===== src/hdl/assert_macros.svh =====
// assertion macros shared by the ssd frame match modules
// expects signals named clock and reset in the including module
`ifndef ASSERT_MACROS_SVH
`define ASSERT_MACROS_SVH

// property checked every clock, off while reset is high
`define SBFM_ASSERT(name, prop) \
   name: assert property (@(posedge clock) disable iff (reset) (prop)) \
      else $error("sbfm assertion failed");

// consequent checked in the cycle after the antecedent
`define SBFM_ASSERT_NEXT(name, ante, cons) \
   name: assert property (@(posedge clock) disable iff (reset) (ante) |=> (cons)) \
      else $error("sbfm assertion failed");

`endif


===== src/hdl/sbfm_pkg.sv =====
// shared types and constants of the ssd best frame match core
// no dependencies
package sbfm_pkg;

   localparam int PIXEL_W    = 8;
   localparam int SQ_W       = 2 * PIXEL_W;
   localparam int ID_W       = 16;
   localparam int SUM_W      = 38;
   localparam int CFG_W      = 8;
   localparam int QUEUE_DEPTH = 4;
   localparam int QUEUE_PTR_W = $clog2(QUEUE_DEPTH);
   localparam int QUEUE_CNT_W = $clog2(QUEUE_DEPTH + 1);

   localparam logic [SUM_W-1:0] SUM_MAX = {SUM_W{1'b1}};
   localparam logic [CFG_W-1:0] CFG_RESET = CFG_W'(1);

   // one squared pixel difference on its way to the accumulator
   typedef struct packed {
      logic [SQ_W-1:0] sq_diff;
      logic [ID_W-1:0] cand_id;
      logic            frame_end;
   } entry_type;

endpackage


===== src/hdl/sbfm_front.sv =====
// front stage: takes pixel pairs, squares their difference, feeds the queue
// depends on sbfm_pkg
module sbfm_front (
   input  logic                          clock,
   input  logic                          reset,
   input  logic                          req_valid,
   output logic                          req_ready,
   input  logic [sbfm_pkg::PIXEL_W-1:0]  req_ref_pixel,
   input  logic [sbfm_pkg::PIXEL_W-1:0]  req_cand_pixel,
   input  logic [sbfm_pkg::ID_W-1:0]     req_cand_id,
   input  logic                          req_frame_end,
   output logic                          push_valid,
   input  logic                          push_ready,
   output sbfm_pkg::entry_type           push_entry
);
   import sbfm_pkg::*;

   logic                valid_ff, valid_in;
   entry_type           entry_ff, entry_in;
   logic [PIXEL_W-1:0]  abs_diff;

   assign req_ready = !valid_ff || push_ready;

   always_comb begin
      if (req_ref_pixel >= req_cand_pixel) begin
         abs_diff = req_ref_pixel - req_cand_pixel;
      end else begin
         abs_diff = req_cand_pixel - req_ref_pixel;
      end
      entry_in.sq_diff   = SQ_W'(abs_diff) * SQ_W'(abs_diff);
      entry_in.cand_id   = req_cand_id;
      entry_in.frame_end = req_frame_end;
      valid_in = valid_ff;
      if (req_ready) begin
         valid_in = req_valid;
      end
   end

   always_ff @(posedge clock) begin
      if (reset) begin
         valid_ff <= 1'b0;
      end else begin
         valid_ff <= valid_in;
      end
   end

   always_ff @(posedge clock) begin
      if (req_valid && req_ready) begin
         entry_ff <= entry_in;
      end
   end

   assign push_valid = valid_ff;
   assign push_entry = entry_ff;

endmodule


===== src/hdl/sbfm_queue.sv =====
// short queue between the front stage and the accumulator
// depends on sbfm_pkg and assert_macros.svh
`include "assert_macros.svh"

module sbfm_queue (
   input  logic                 clock,
   input  logic                 reset,
   input  logic                 push_valid,
   output logic                 push_ready,
   input  sbfm_pkg::entry_type  push_entry,
   output logic                 pop_valid,
   input  logic                 pop_ready,
   output sbfm_pkg::entry_type  pop_entry
);
   import sbfm_pkg::*;

   entry_type               mem [QUEUE_DEPTH];
   logic [QUEUE_PTR_W-1:0]  wr_ptr_ff, wr_ptr_in;
   logic [QUEUE_PTR_W-1:0]  rd_ptr_ff, rd_ptr_in;
   logic [QUEUE_CNT_W-1:0]  count_ff, count_in;
   logic                    do_push, do_pop;

   function automatic logic [QUEUE_PTR_W-1:0] next_ptr(input logic [QUEUE_PTR_W-1:0] p);
      if (p == QUEUE_PTR_W'(QUEUE_DEPTH - 1)) begin
         return '0;
      end
      return p + 1'b1;
   endfunction

   assign push_ready = (count_ff != QUEUE_CNT_W'(QUEUE_DEPTH));
   assign pop_valid  = (count_ff != '0);
   assign pop_entry  = mem[rd_ptr_ff];
   assign do_push    = push_valid && push_ready;
   assign do_pop     = pop_valid && pop_ready;

   always_comb begin
      wr_ptr_in = do_push ? next_ptr(wr_ptr_ff) : wr_ptr_ff;
      rd_ptr_in = do_pop ? next_ptr(rd_ptr_ff) : rd_ptr_ff;
      count_in  = count_ff;
      if (do_push && !do_pop) begin
         count_in = count_ff + 1'b1;
      end else if (do_pop && !do_push) begin
         count_in = count_ff - 1'b1;
      end
   end

   always_ff @(posedge clock) begin
      if (reset) begin
         wr_ptr_ff <= '0;
         rd_ptr_ff <= '0;
         count_ff  <= '0;
      end else begin
         wr_ptr_ff <= wr_ptr_in;
         rd_ptr_ff <= rd_ptr_in;
         count_ff  <= count_in;
      end
   end

   always_ff @(posedge clock) begin
      if (do_push) begin
         mem[wr_ptr_ff] <= push_entry;
      end
   end

   `SBFM_ASSERT(a_count_bound, count_ff <= QUEUE_CNT_W'(QUEUE_DEPTH))
   `SBFM_ASSERT_NEXT(a_count_track, do_push && !do_pop, count_ff == $past(count_ff) + 1'b1)

endmodule


===== src/hdl/sbfm_back.sv =====
// back stage: saturating accumulate, best frame compare, result register
// depends on sbfm_pkg and assert_macros.svh
`include "assert_macros.svh"

module sbfm_back (
   input  logic                        clock,
   input  logic                        reset,
   input  logic                        csr_valid,
   input  logic [sbfm_pkg::CFG_W-1:0]  csr_candidates_per_search,
   input  logic                        pop_valid,
   output logic                        pop_ready,
   input  sbfm_pkg::entry_type         pop_entry,
   output logic                        rsp_valid,
   input  logic                        rsp_ready,
   output logic [sbfm_pkg::SUM_W-1:0]  rsp_frame_ssd,
   output logic [sbfm_pkg::ID_W-1:0]   rsp_best_id,
   output logic [sbfm_pkg::SUM_W-1:0]  rsp_best_ssd,
   output logic                        rsp_search_done
);
   import sbfm_pkg::*;

   logic [CFG_W-1:0]  cfg_ff, cfg_in;
   logic [SUM_W-1:0]  run_ff, run_in;
   logic [SUM_W-1:0]  best_ff, best_in;
   logic [ID_W-1:0]   best_id_ff, best_id_in;
   logic [CFG_W-1:0]  seen_ff, seen_in;
   logic              rsp_valid_ff, rsp_valid_in;
   logic [SUM_W-1:0]  rsp_frame_ff, rsp_best_ssd_ff;
   logic [ID_W-1:0]   rsp_best_id_ff;
   logic              rsp_done_ff;

   logic              do_pop, pop_last;
   logic [SUM_W:0]    sum_wide;
   logic [SUM_W-1:0]  frame_sum, new_best;
   logic [ID_W-1:0]   new_best_id;
   logic [CFG_W:0]    seen_next;
   logic              better, done;

   // a frame end needs the result register free, plain bytes never wait
   assign pop_ready = !pop_entry.frame_end || !rsp_valid_ff || rsp_ready;
   assign do_pop    = pop_valid && pop_ready;
   assign pop_last  = do_pop && pop_entry.frame_end;

   always_comb begin
      sum_wide    = {1'b0, run_ff} + (SUM_W + 1)'(pop_entry.sq_diff);
      frame_sum   = sum_wide[SUM_W] ? SUM_MAX : sum_wide[SUM_W-1:0];
      better      = frame_sum < best_ff;
      new_best    = better ? frame_sum : best_ff;
      new_best_id = better ? pop_entry.cand_id : best_id_ff;
      seen_next   = {1'b0, seen_ff} + 1'b1;
      done        = seen_next >= {1'b0, cfg_ff};

      cfg_in     = csr_valid ? csr_candidates_per_search : cfg_ff;
      run_in     = run_ff;
      best_in    = best_ff;
      best_id_in = best_id_ff;
      seen_in    = seen_ff;
      if (do_pop) begin
         run_in = pop_entry.frame_end ? '0 : frame_sum;
      end
      if (pop_last) begin
         if (done) begin
            best_in    = SUM_MAX;
            best_id_in = '0;
            seen_in    = '0;
         end else begin
            best_in    = new_best;
            best_id_in = new_best_id;
            seen_in    = seen_next[CFG_W-1:0];
         end
      end

      rsp_valid_in = rsp_valid_ff && !rsp_ready;
      if (pop_last) begin
         rsp_valid_in = 1'b1;
      end
   end

   always_ff @(posedge clock) begin
      if (reset) begin
         cfg_ff       <= CFG_RESET;
         run_ff       <= '0;
         best_ff      <= SUM_MAX;
         best_id_ff   <= '0;
         seen_ff      <= '0;
         rsp_valid_ff <= 1'b0;
      end else begin
         cfg_ff       <= cfg_in;
         run_ff       <= run_in;
         best_ff      <= best_in;
         best_id_ff   <= best_id_in;
         seen_ff      <= seen_in;
         rsp_valid_ff <= rsp_valid_in;
      end
   end

   always_ff @(posedge clock) begin
      if (pop_last) begin
         rsp_frame_ff    <= frame_sum;
         rsp_best_ssd_ff <= new_best;
         rsp_best_id_ff  <= new_best_id;
         rsp_done_ff     <= done;
      end
   end

   assign rsp_valid       = rsp_valid_ff;
   assign rsp_frame_ssd   = rsp_frame_ff;
   assign rsp_best_ssd    = rsp_best_ssd_ff;
   assign rsp_best_id     = rsp_best_id_ff;
   assign rsp_search_done = rsp_done_ff;

   `SBFM_ASSERT(a_best_le_frame, !rsp_valid_ff || (rsp_best_ssd_ff <= rsp_frame_ff))
   `SBFM_ASSERT_NEXT(a_search_clear, pop_last && done, (seen_ff == '0) && (best_ff == SUM_MAX))

endmodule


===== src/hdl/ssd_best_frame_match_core.sv =====
// ssd best frame match core: front stage, queue and accumulate stage
// depends on sbfm_pkg, sbfm_front, sbfm_queue and sbfm_back
// path: a frame-end request passes the front register, the queue and the result register to rsp_valid
// throughput: one request per cycle unless a held result stalls a frame end, set by the single square-accumulate unit
// a result held by rsp_ready stalls the next frame end; four later requests fit in behind it
// reset: synchronous; clears the search, sets candidates_per_search to 1
module ssd_best_frame_match_core (
   input  logic                        clock,
   input  logic                        reset,
   input  logic                        csr_valid,
   output logic                        csr_ready,
   input  logic [sbfm_pkg::CFG_W-1:0]  csr_candidates_per_search,
   input  logic                        req_valid,
   output logic                        req_ready,
   input  logic [sbfm_pkg::PIXEL_W-1:0] req_ref_pixel,
   input  logic [sbfm_pkg::PIXEL_W-1:0] req_cand_pixel,
   input  logic [sbfm_pkg::ID_W-1:0]   req_cand_id,
   input  logic                        req_frame_end,
   output logic                        rsp_valid,
   input  logic                        rsp_ready,
   output logic [sbfm_pkg::SUM_W-1:0]  rsp_frame_ssd,
   output logic [sbfm_pkg::ID_W-1:0]   rsp_best_id,
   output logic [sbfm_pkg::SUM_W-1:0]  rsp_best_ssd,
   output logic                        rsp_search_done
);
   import sbfm_pkg::*;

   logic       push_valid, push_ready;
   entry_type  push_entry;
   logic       pop_valid, pop_ready;
   entry_type  pop_entry;

   assign csr_ready = 1'b1;

   sbfm_front u_front (
      .clock          (clock),
      .reset          (reset),
      .req_valid      (req_valid),
      .req_ready      (req_ready),
      .req_ref_pixel  (req_ref_pixel),
      .req_cand_pixel (req_cand_pixel),
      .req_cand_id    (req_cand_id),
      .req_frame_end  (req_frame_end),
      .push_valid     (push_valid),
      .push_ready     (push_ready),
      .push_entry     (push_entry)
   );

   sbfm_queue u_queue (
      .clock      (clock),
      .reset      (reset),
      .push_valid (push_valid),
      .push_ready (push_ready),
      .push_entry (push_entry),
      .pop_valid  (pop_valid),
      .pop_ready  (pop_ready),
      .pop_entry  (pop_entry)
   );

   sbfm_back u_back (
      .clock                     (clock),
      .reset                     (reset),
      .csr_valid                 (csr_valid),
      .csr_candidates_per_search (csr_candidates_per_search),
      .pop_valid                 (pop_valid),
      .pop_ready                 (pop_ready),
      .pop_entry                 (pop_entry),
      .rsp_valid                 (rsp_valid),
      .rsp_ready                 (rsp_ready),
      .rsp_frame_ssd             (rsp_frame_ssd),
      .rsp_best_id               (rsp_best_id),
      .rsp_best_ssd              (rsp_best_ssd),
      .rsp_search_done           (rsp_search_done)
   );

endmodule


===== config.mk =====
export PLATFORM = sky130hd
export DESIGN_NAME = ssd_best_frame_match_core
export DESIGN_NICKNAME = d
export VERILOG_FILES = /design/src/hdl/sbfm_pkg.sv /design/src/hdl/sbfm_front.sv /design/src/hdl/sbfm_queue.sv /design/src/hdl/sbfm_back.sv /design/src/hdl/ssd_best_frame_match_core.sv
export VERILOG_INCLUDE_DIRS = /design/src /design/src/hdl
export SDC_FILE = /design/constraint.sdc
export NUM_CORES = 1
export LEC_CHECK = 0
export ABC_AREA = 1
export BUFFER_PORTS_ARGS = -buffer_cell sky130_fd_sc_hd__buf_4
export CELL_PAD_IN_SITES_DETAIL_PLACEMENT = 0
export CELL_PAD_IN_SITES_GLOBAL_PLACEMENT = 2
export CORE_MARGIN = 3
export CORE_UTILIZATION = 35
export DETAILED_ROUTE_END_ITERATION = 10
export PLACE_DENSITY_LB_ADDON = 0.15
export SETUP_SLACK_MARGIN = 0.4
export SLEW_MARGIN = 30
export SYNTH_ARGS = -nofsm -noshare
export SYNTH_HDL_FRONTEND = slang
export SYNTH_SLANG_ARGS = --single-unit

===== constraint.sdc =====
create_clock -name clock -period 5.7 [get_ports clock]
set_clock_uncertainty 0.15 [all_clocks]
set_input_delay 0.285 -clock clock [delete_from_list [all_inputs] [get_ports clock]]
set_output_delay 0.285 -clock clock [all_outputs]
set_load 0.02 [all_outputs]

==> results of run 1 <==
## Yosys cell counts (15+ instances only)
cell type,n,area [µm²]
and2_1,18,113
clkbuf_1,47,176
nand2_4,32,360
xor2_1,24,210
edfxtp_1,253,7600
nand3_1,114,571
fa_1,28,561
nor2_1,133,499
nand3_2,33,330
a32o_1,16,160
nand2_1,460,1730
o21ai_0,81,405
ha_1,113,1410
a21oi_1,191,956
xnor2_1,15,131
inv_1,229,860
dfxtp_1,119,2380
o22ai_1,16,100
## metrics by stage
| step | instances | area [µm²] |
|---|---|---|
| floorplan | 2065 | 19700 |
| global placement | 3004 | 22500 |
| detailed placement | 3004 | 22500 |
| CTS | 3121 | 24300 |
| global route | 3140 | 24900 |
| finish | 3140 | 24900 |
## worst register-to-register path: cells and delay by family, from the launching register on
kind	cells	cell delay, ns
flip-flops	1	0.41
AO/OA/AOI/OAI	8	1.23
buffers and inverters	7	1.01
AND/OR/NAND/NOR	11	1.31
adder cells (fa/ha/maj)	2	0.62
## routing by layer
layer,track usage (%),share of wire [%]
met1,21.5,45
met2,30.8,51
met3,2.22,2.7
met4,3.94,1.7
met5,0,0
## power by group
| group | switching [µW] | internal [µW] |
|---|---|---|
| registers | 411 | 4050 |
| logic | 5030 | 3660 |
| clock network | 1180 | 1650 |
| total | 6620 | 9350 |
## final cells by class
type                       count  area, µm²  share of cell area (%)
inverter                     244        940                    3.78
clock buffer                  54       1190                    4.78
clock inverter                27        285                    1.15
multi-input combinational   1375       8830                    35.5
tap                          739        925                    3.72
sequential                   372       9980                    40.1
timing repair buffer         329       2720                    11.0
## state kept, by name, indices dropped and copies added (netlist names), named ones only
signal	count
u_back.best_ff	38
u_back.best_id_ff	16
u_back.cfg_ff	8
u_back.rsp_best_id	16
u_back.rsp_best_ssd	38
u_back.rsp_frame_ssd	38
u_back.rsp_search_done	1
u_back.rsp_valid	1
u_back.run_ff	38
u_back.seen_ff	8
u_front.push_entry	32
u_front.push_valid	1
u_queue.count_ff	3
u_queue.mem	128
u_queue.rd_ptr_ff	2
u_queue.wr_ptr_ff	2
## what timing repair did
item | 4_1_cts | 5_1_grt
endpoints found under the hold margin | 27 | 0
resized for setup | 0 | 86
buffers inserted | 0 | 15
hold buffers | 36 | 0
setup endpoints to repair | 0 | 112
## worst paths after layout
check                             start  slack, ns                endpoint
setup / recovery       req_ref_pixel[5]       0.53  u_front.push_entry[31]
hold / removal                    reset       0.06        u_back.run_ff[4]
setup reg to reg              flip-flop       0.74   u_back.rsp_best_id[3]
hold reg to reg   u_back.best_id_ff[12]       0.32   u_back.best_id_ff[12]
## cell families after synthesis
logic type / after synthesis / share of synthesized area [%]
xor gates and xnor gates: 41 / 1.92
AOI/OAI and AO/OA: 346 / 9.84
adders and majority gates: 141 / 10.1
DFF: 372 / 51.2
and+or+nand+nor: 844 / 20.3
buffers and inverters: 319 / 6.57
muxes: 1 / 0.0513
other: 1 / 0.0192
==> reports/metrics.cfg, run 1 <==
[setup_path]
path_delay_family=adder cells
crit_cells=31
cp.arrival_ns=5.33
cpPeakStageDelay_ns=0.53
cp-start-kind=input pin
worstPathMaxFanout=5
rr_worst_depth=28
critPathBufInv=10
cpMostUsedCell=inv_2
crit_slowest_cell=fa_1
cp.required_ns=5.86
endpoint_kind=flip-flop
crit_type=in2reg

[timing]
min_period_ns=5.17
setup_slack_ns=0.534
slew_viol_final=0
worst_slew_pin_slew_ns=0.901
whs_ns=0.0638
maxSlewHeadroom_pct=39.9
finalCritPeriodShare_pct=90.6
setup-tns-final_ns=0
rsz0062_at_grt=yes
max_freq_mhz=194
setup_viol_count_final=0
hold_violations=0

[yosys]
synth_fp_nets=2252
synth_seq_cells=372
synth_warnings=0
synthesis.area_um2=19500
synth-edff-count=253
syn_avg_cell_area_um2=9.45
async_flop_share_pct=0
ys_seq_area_share_pct=51.2
synthFlopType=edfxtp_1
synth_cell_type_count=56
synthCells=2065

[power_and_ir_drop]
ir_drop_mv=0.532
power_density_nw_per_um2=642
p_leak_uw=0.0109
finalPower_uw=16000

[clock_tree]
ctsLongestPathBuffers=3
cts_sinks=372
clk-insertion-delay-late_ns=0.59
cts_buffers=44
cts_tree=yes
cts-root-buf=clkbuf_16
ctsHtreeMaxLevel=2
clkTransAtPathRegs_ns=0.06

[detailed_routing]
ant_nets=0
via_per_inst=4.73
dr.pass1.iters=4
dr_total_vias=14800
first_iter_violations=679
route.detailed.wl_per_inst_um=16.2
drcViolationCount=0
wirelength_um=51000

[finish]
final_core_util_pct=45.7
drive_above_1_share_pct=23.9
syn_to_final_growth_pct=27.5
mostFrequentLayoutCell=nand2_1
antenna_cells=0
final_cell_mix=451 x nand2_1, 279 x buf_4, 253 x edfxtp_1
nets=2553
n_fill_cell=5231

[global_route]
grt_use_total_pct=17.0
grt_start_max_net_pins=70
grt_pass1_wl_um=80400
grt_pass1_vias=15000
antenna_found_initial=0
overflow=0

[floorplan]
start_util_pct=35.8
core_area_um2=54500
die_w_um=242
io_pins=142
fp-row-count=85
die-area_um2=58600
die_y_um=242

[placement]
pre_cts_slack_ns=-0.126
io_buffers=140
gp_congestion=0.809
hpwlAfterDp_um=35600

[outcome]
status=completed

[job]
max_cap_violations=0

[min_path]
min_path_cells=2
hold_path.class=in2reg

Power figures use the tool's default switching activity.
==> run 2: changes to the inputs <==
--- a/config.mk
+++ b/config.mk
@@ -13,6 +13,7 @@
 export CORE_MARGIN = 3
 export CORE_UTILIZATION = 35
 export DETAILED_ROUTE_END_ITERATION = 10
+export HOLD_SLACK_MARGIN = 0.08
 export PLACE_DENSITY_LB_ADDON = 0.15
 export SETUP_SLACK_MARGIN = 0.4
 export SLEW_MARGIN = 30
==> run 2 against run 1 <==
Die area unchanged. Sequential power about the same. Clock-buffer cell count unchanged. First-iteration DRC count grew 0.59%. Highest routed layer unchanged. Cell area up 0.20%. Global-route usage hardly changed. Clock power about the same. Critical path depth unchanged. Sequential cell count is the same.
==> reports/metrics.cfg, run 2 (synthesized netlist as in run 1, its figures left out) <==
[outcome]
status=completed

[detailed_routing]
dr.pass1.iters=5
ant_nets=0
route.detailed.wl_per_inst_um=16.2
drcViolationCount=0
via_per_inst=4.73
wirelength_um=51100
first_iter_violations=683
dr_total_vias=14900

[clock_tree]
ctsLongestPathBuffers=3
ctsHtreeMaxLevel=2
cts-root-buf=clkbuf_16
clk-insertion-delay-late_ns=0.59
cts_buffers=44
cts_sinks=372
clkTransAtPathRegs_ns=0.06
cts_tree=yes

[power_and_ir_drop]
combPwrFrac_pct=54.4
netSwitchingPower_uw=6620
ir_drop_mv=0.532
switching_share_pct=41.4
power_density_nw_per_um2=641
power_frac_clock_pct=17.7
seqPwrFrac_pct=27.9
p_int_uw=9360
p_leak_uw=0.0109

[finish]
largest_reg_flops=128
top_register=u_queue.mem
fin_area_um2=24900
drive_above_1_share_pct=23.8
mostFrequentLayoutCell=nand2_1
syn_to_final_growth_pct=27.8
stdcell_count=3145
nets=2558
final_cell_mix=451 x nand2_1, 279 x buf_4, 253 x edfxtp_1
antenna_cells=0

[global_route]
grt_pass1_vias=15100
grt_use_total_pct=17.0
overflow=0
grt_start_max_net_pins=70
grt_pass1_wl_um=80500
antenna_found_initial=0

[setup_path]
cp-start-kind=input pin
crit_type=in2reg
crit_slowest_cell=fa_1
cp.required_ns=5.86
cpPeakStageDelay_ns=0.53
endpoint_kind=flip-flop
cp.arrival_ns=5.33
cpMostUsedCell=inv_2
critPathBufInv=10
path_delay_family=adder cells
worstPathMaxFanout=5

[floorplan]
die_y_um=242
fp-row-count=85
start_util_pct=35.8
die_w_um=242
die-area_um2=58600
core_area_um2=54500
io_pins=142

[job]
max_cap_violations=0

[timing]
finalCritPeriodShare_pct=90.6
setup_viol_count_final=0
setup-tns-final_ns=0
worst_slew_pin_slew_ns=0.901
hold_violations=0
whs_ns=0.255
min_period_ns=5.16
setup_slack_ns=0.535
max_freq_mhz=194
slew_viol_final=0
maxSlewHeadroom_pct=39.9
rsz0062_at_grt=yes

[placement]
pre_cts_slack_ns=-0.126
hpwlAfterDp_um=35600
dpl-instance-area_um2=22500
gp_congestion=0.809
io_buffers=140
dpl.cell_count=3004

[min_path]
hold_path.class=in2reg

==> run 2: area by class of cell <==
class,instances,area [µm²]
tap,739,925
sequential,372,9980
fill,5232,29500
multi-input combinational,1375,8830
timing repair buffer,334,2770
clock buffer,54,1190
inverter,244,940
clock inverter,27,285
==> run 2: routing by layer <==
layer  track usage, %  wire length [µm]  part of all wire, %  vias to the layer above
met5                0                 0                    0                        -
met2             30.8             25800                   51                      178
met1             21.5             22900                   45                     7091
met3             2.22              1480                  2.9                       56
met4             3.94               852                  1.7                        0
li1                 -                 -                    -                     7550
==> run 2: power groups by stage <==
stage	Sequential, µW	Clock, µW	Combinational, µW
finish	4460	2830	8690
floorplan	4840	0	5040
global placement	4490	0	8040
CTS	4470	2920	8210
global route	4550	3030	9730
detailed placement	4520	0	8140
==> run 2: worst paths after layout <==
check	start	to	slack, ns	depth (start not counted)
setup / recovery	req_ref_pixel[5]	u_front.push_entry[31]	0.54	31
hold / removal	req_cand_id[9]	u_front.push_entry[10]	0.25	2
hold reg to reg	u_back.best_id_ff[12]	u_back.best_id_ff[12]	0.32	2
setup reg to reg	flip-flop	u_back.rsp_best_id[4]	0.74	28
==> run 2: metrics by stage <==
step | util (%) | total power (µW)
after detailed placement | 41.3 | 12700
after global routing | 45.8 | 17300
after global placement | 41.3 | 12500
final | 45.8 | 16000
after CTS | 44.8 | 15600
after floorplan | - | 9870
==> run 2: worst reg2reg max path, delay by kind of cell, from the launching register on <==
family,cells,cell delay [ns]
adders and majority gates,2,0.62
and+or+nand+nor,11,1.31
AOI/OAI and AO/OA,8,1.23
buffers and inverters,7,1.01
DFF,1,0.41
==> run 2: timing repair <==
action                                  4_1_cts  5_1_grt
setup buffers                                 0       15
gates resized for setup                       0       86
endpoints found under the setup margin        0      112
hold endpoints to repair                     45        0
hold buffers                                 41        0
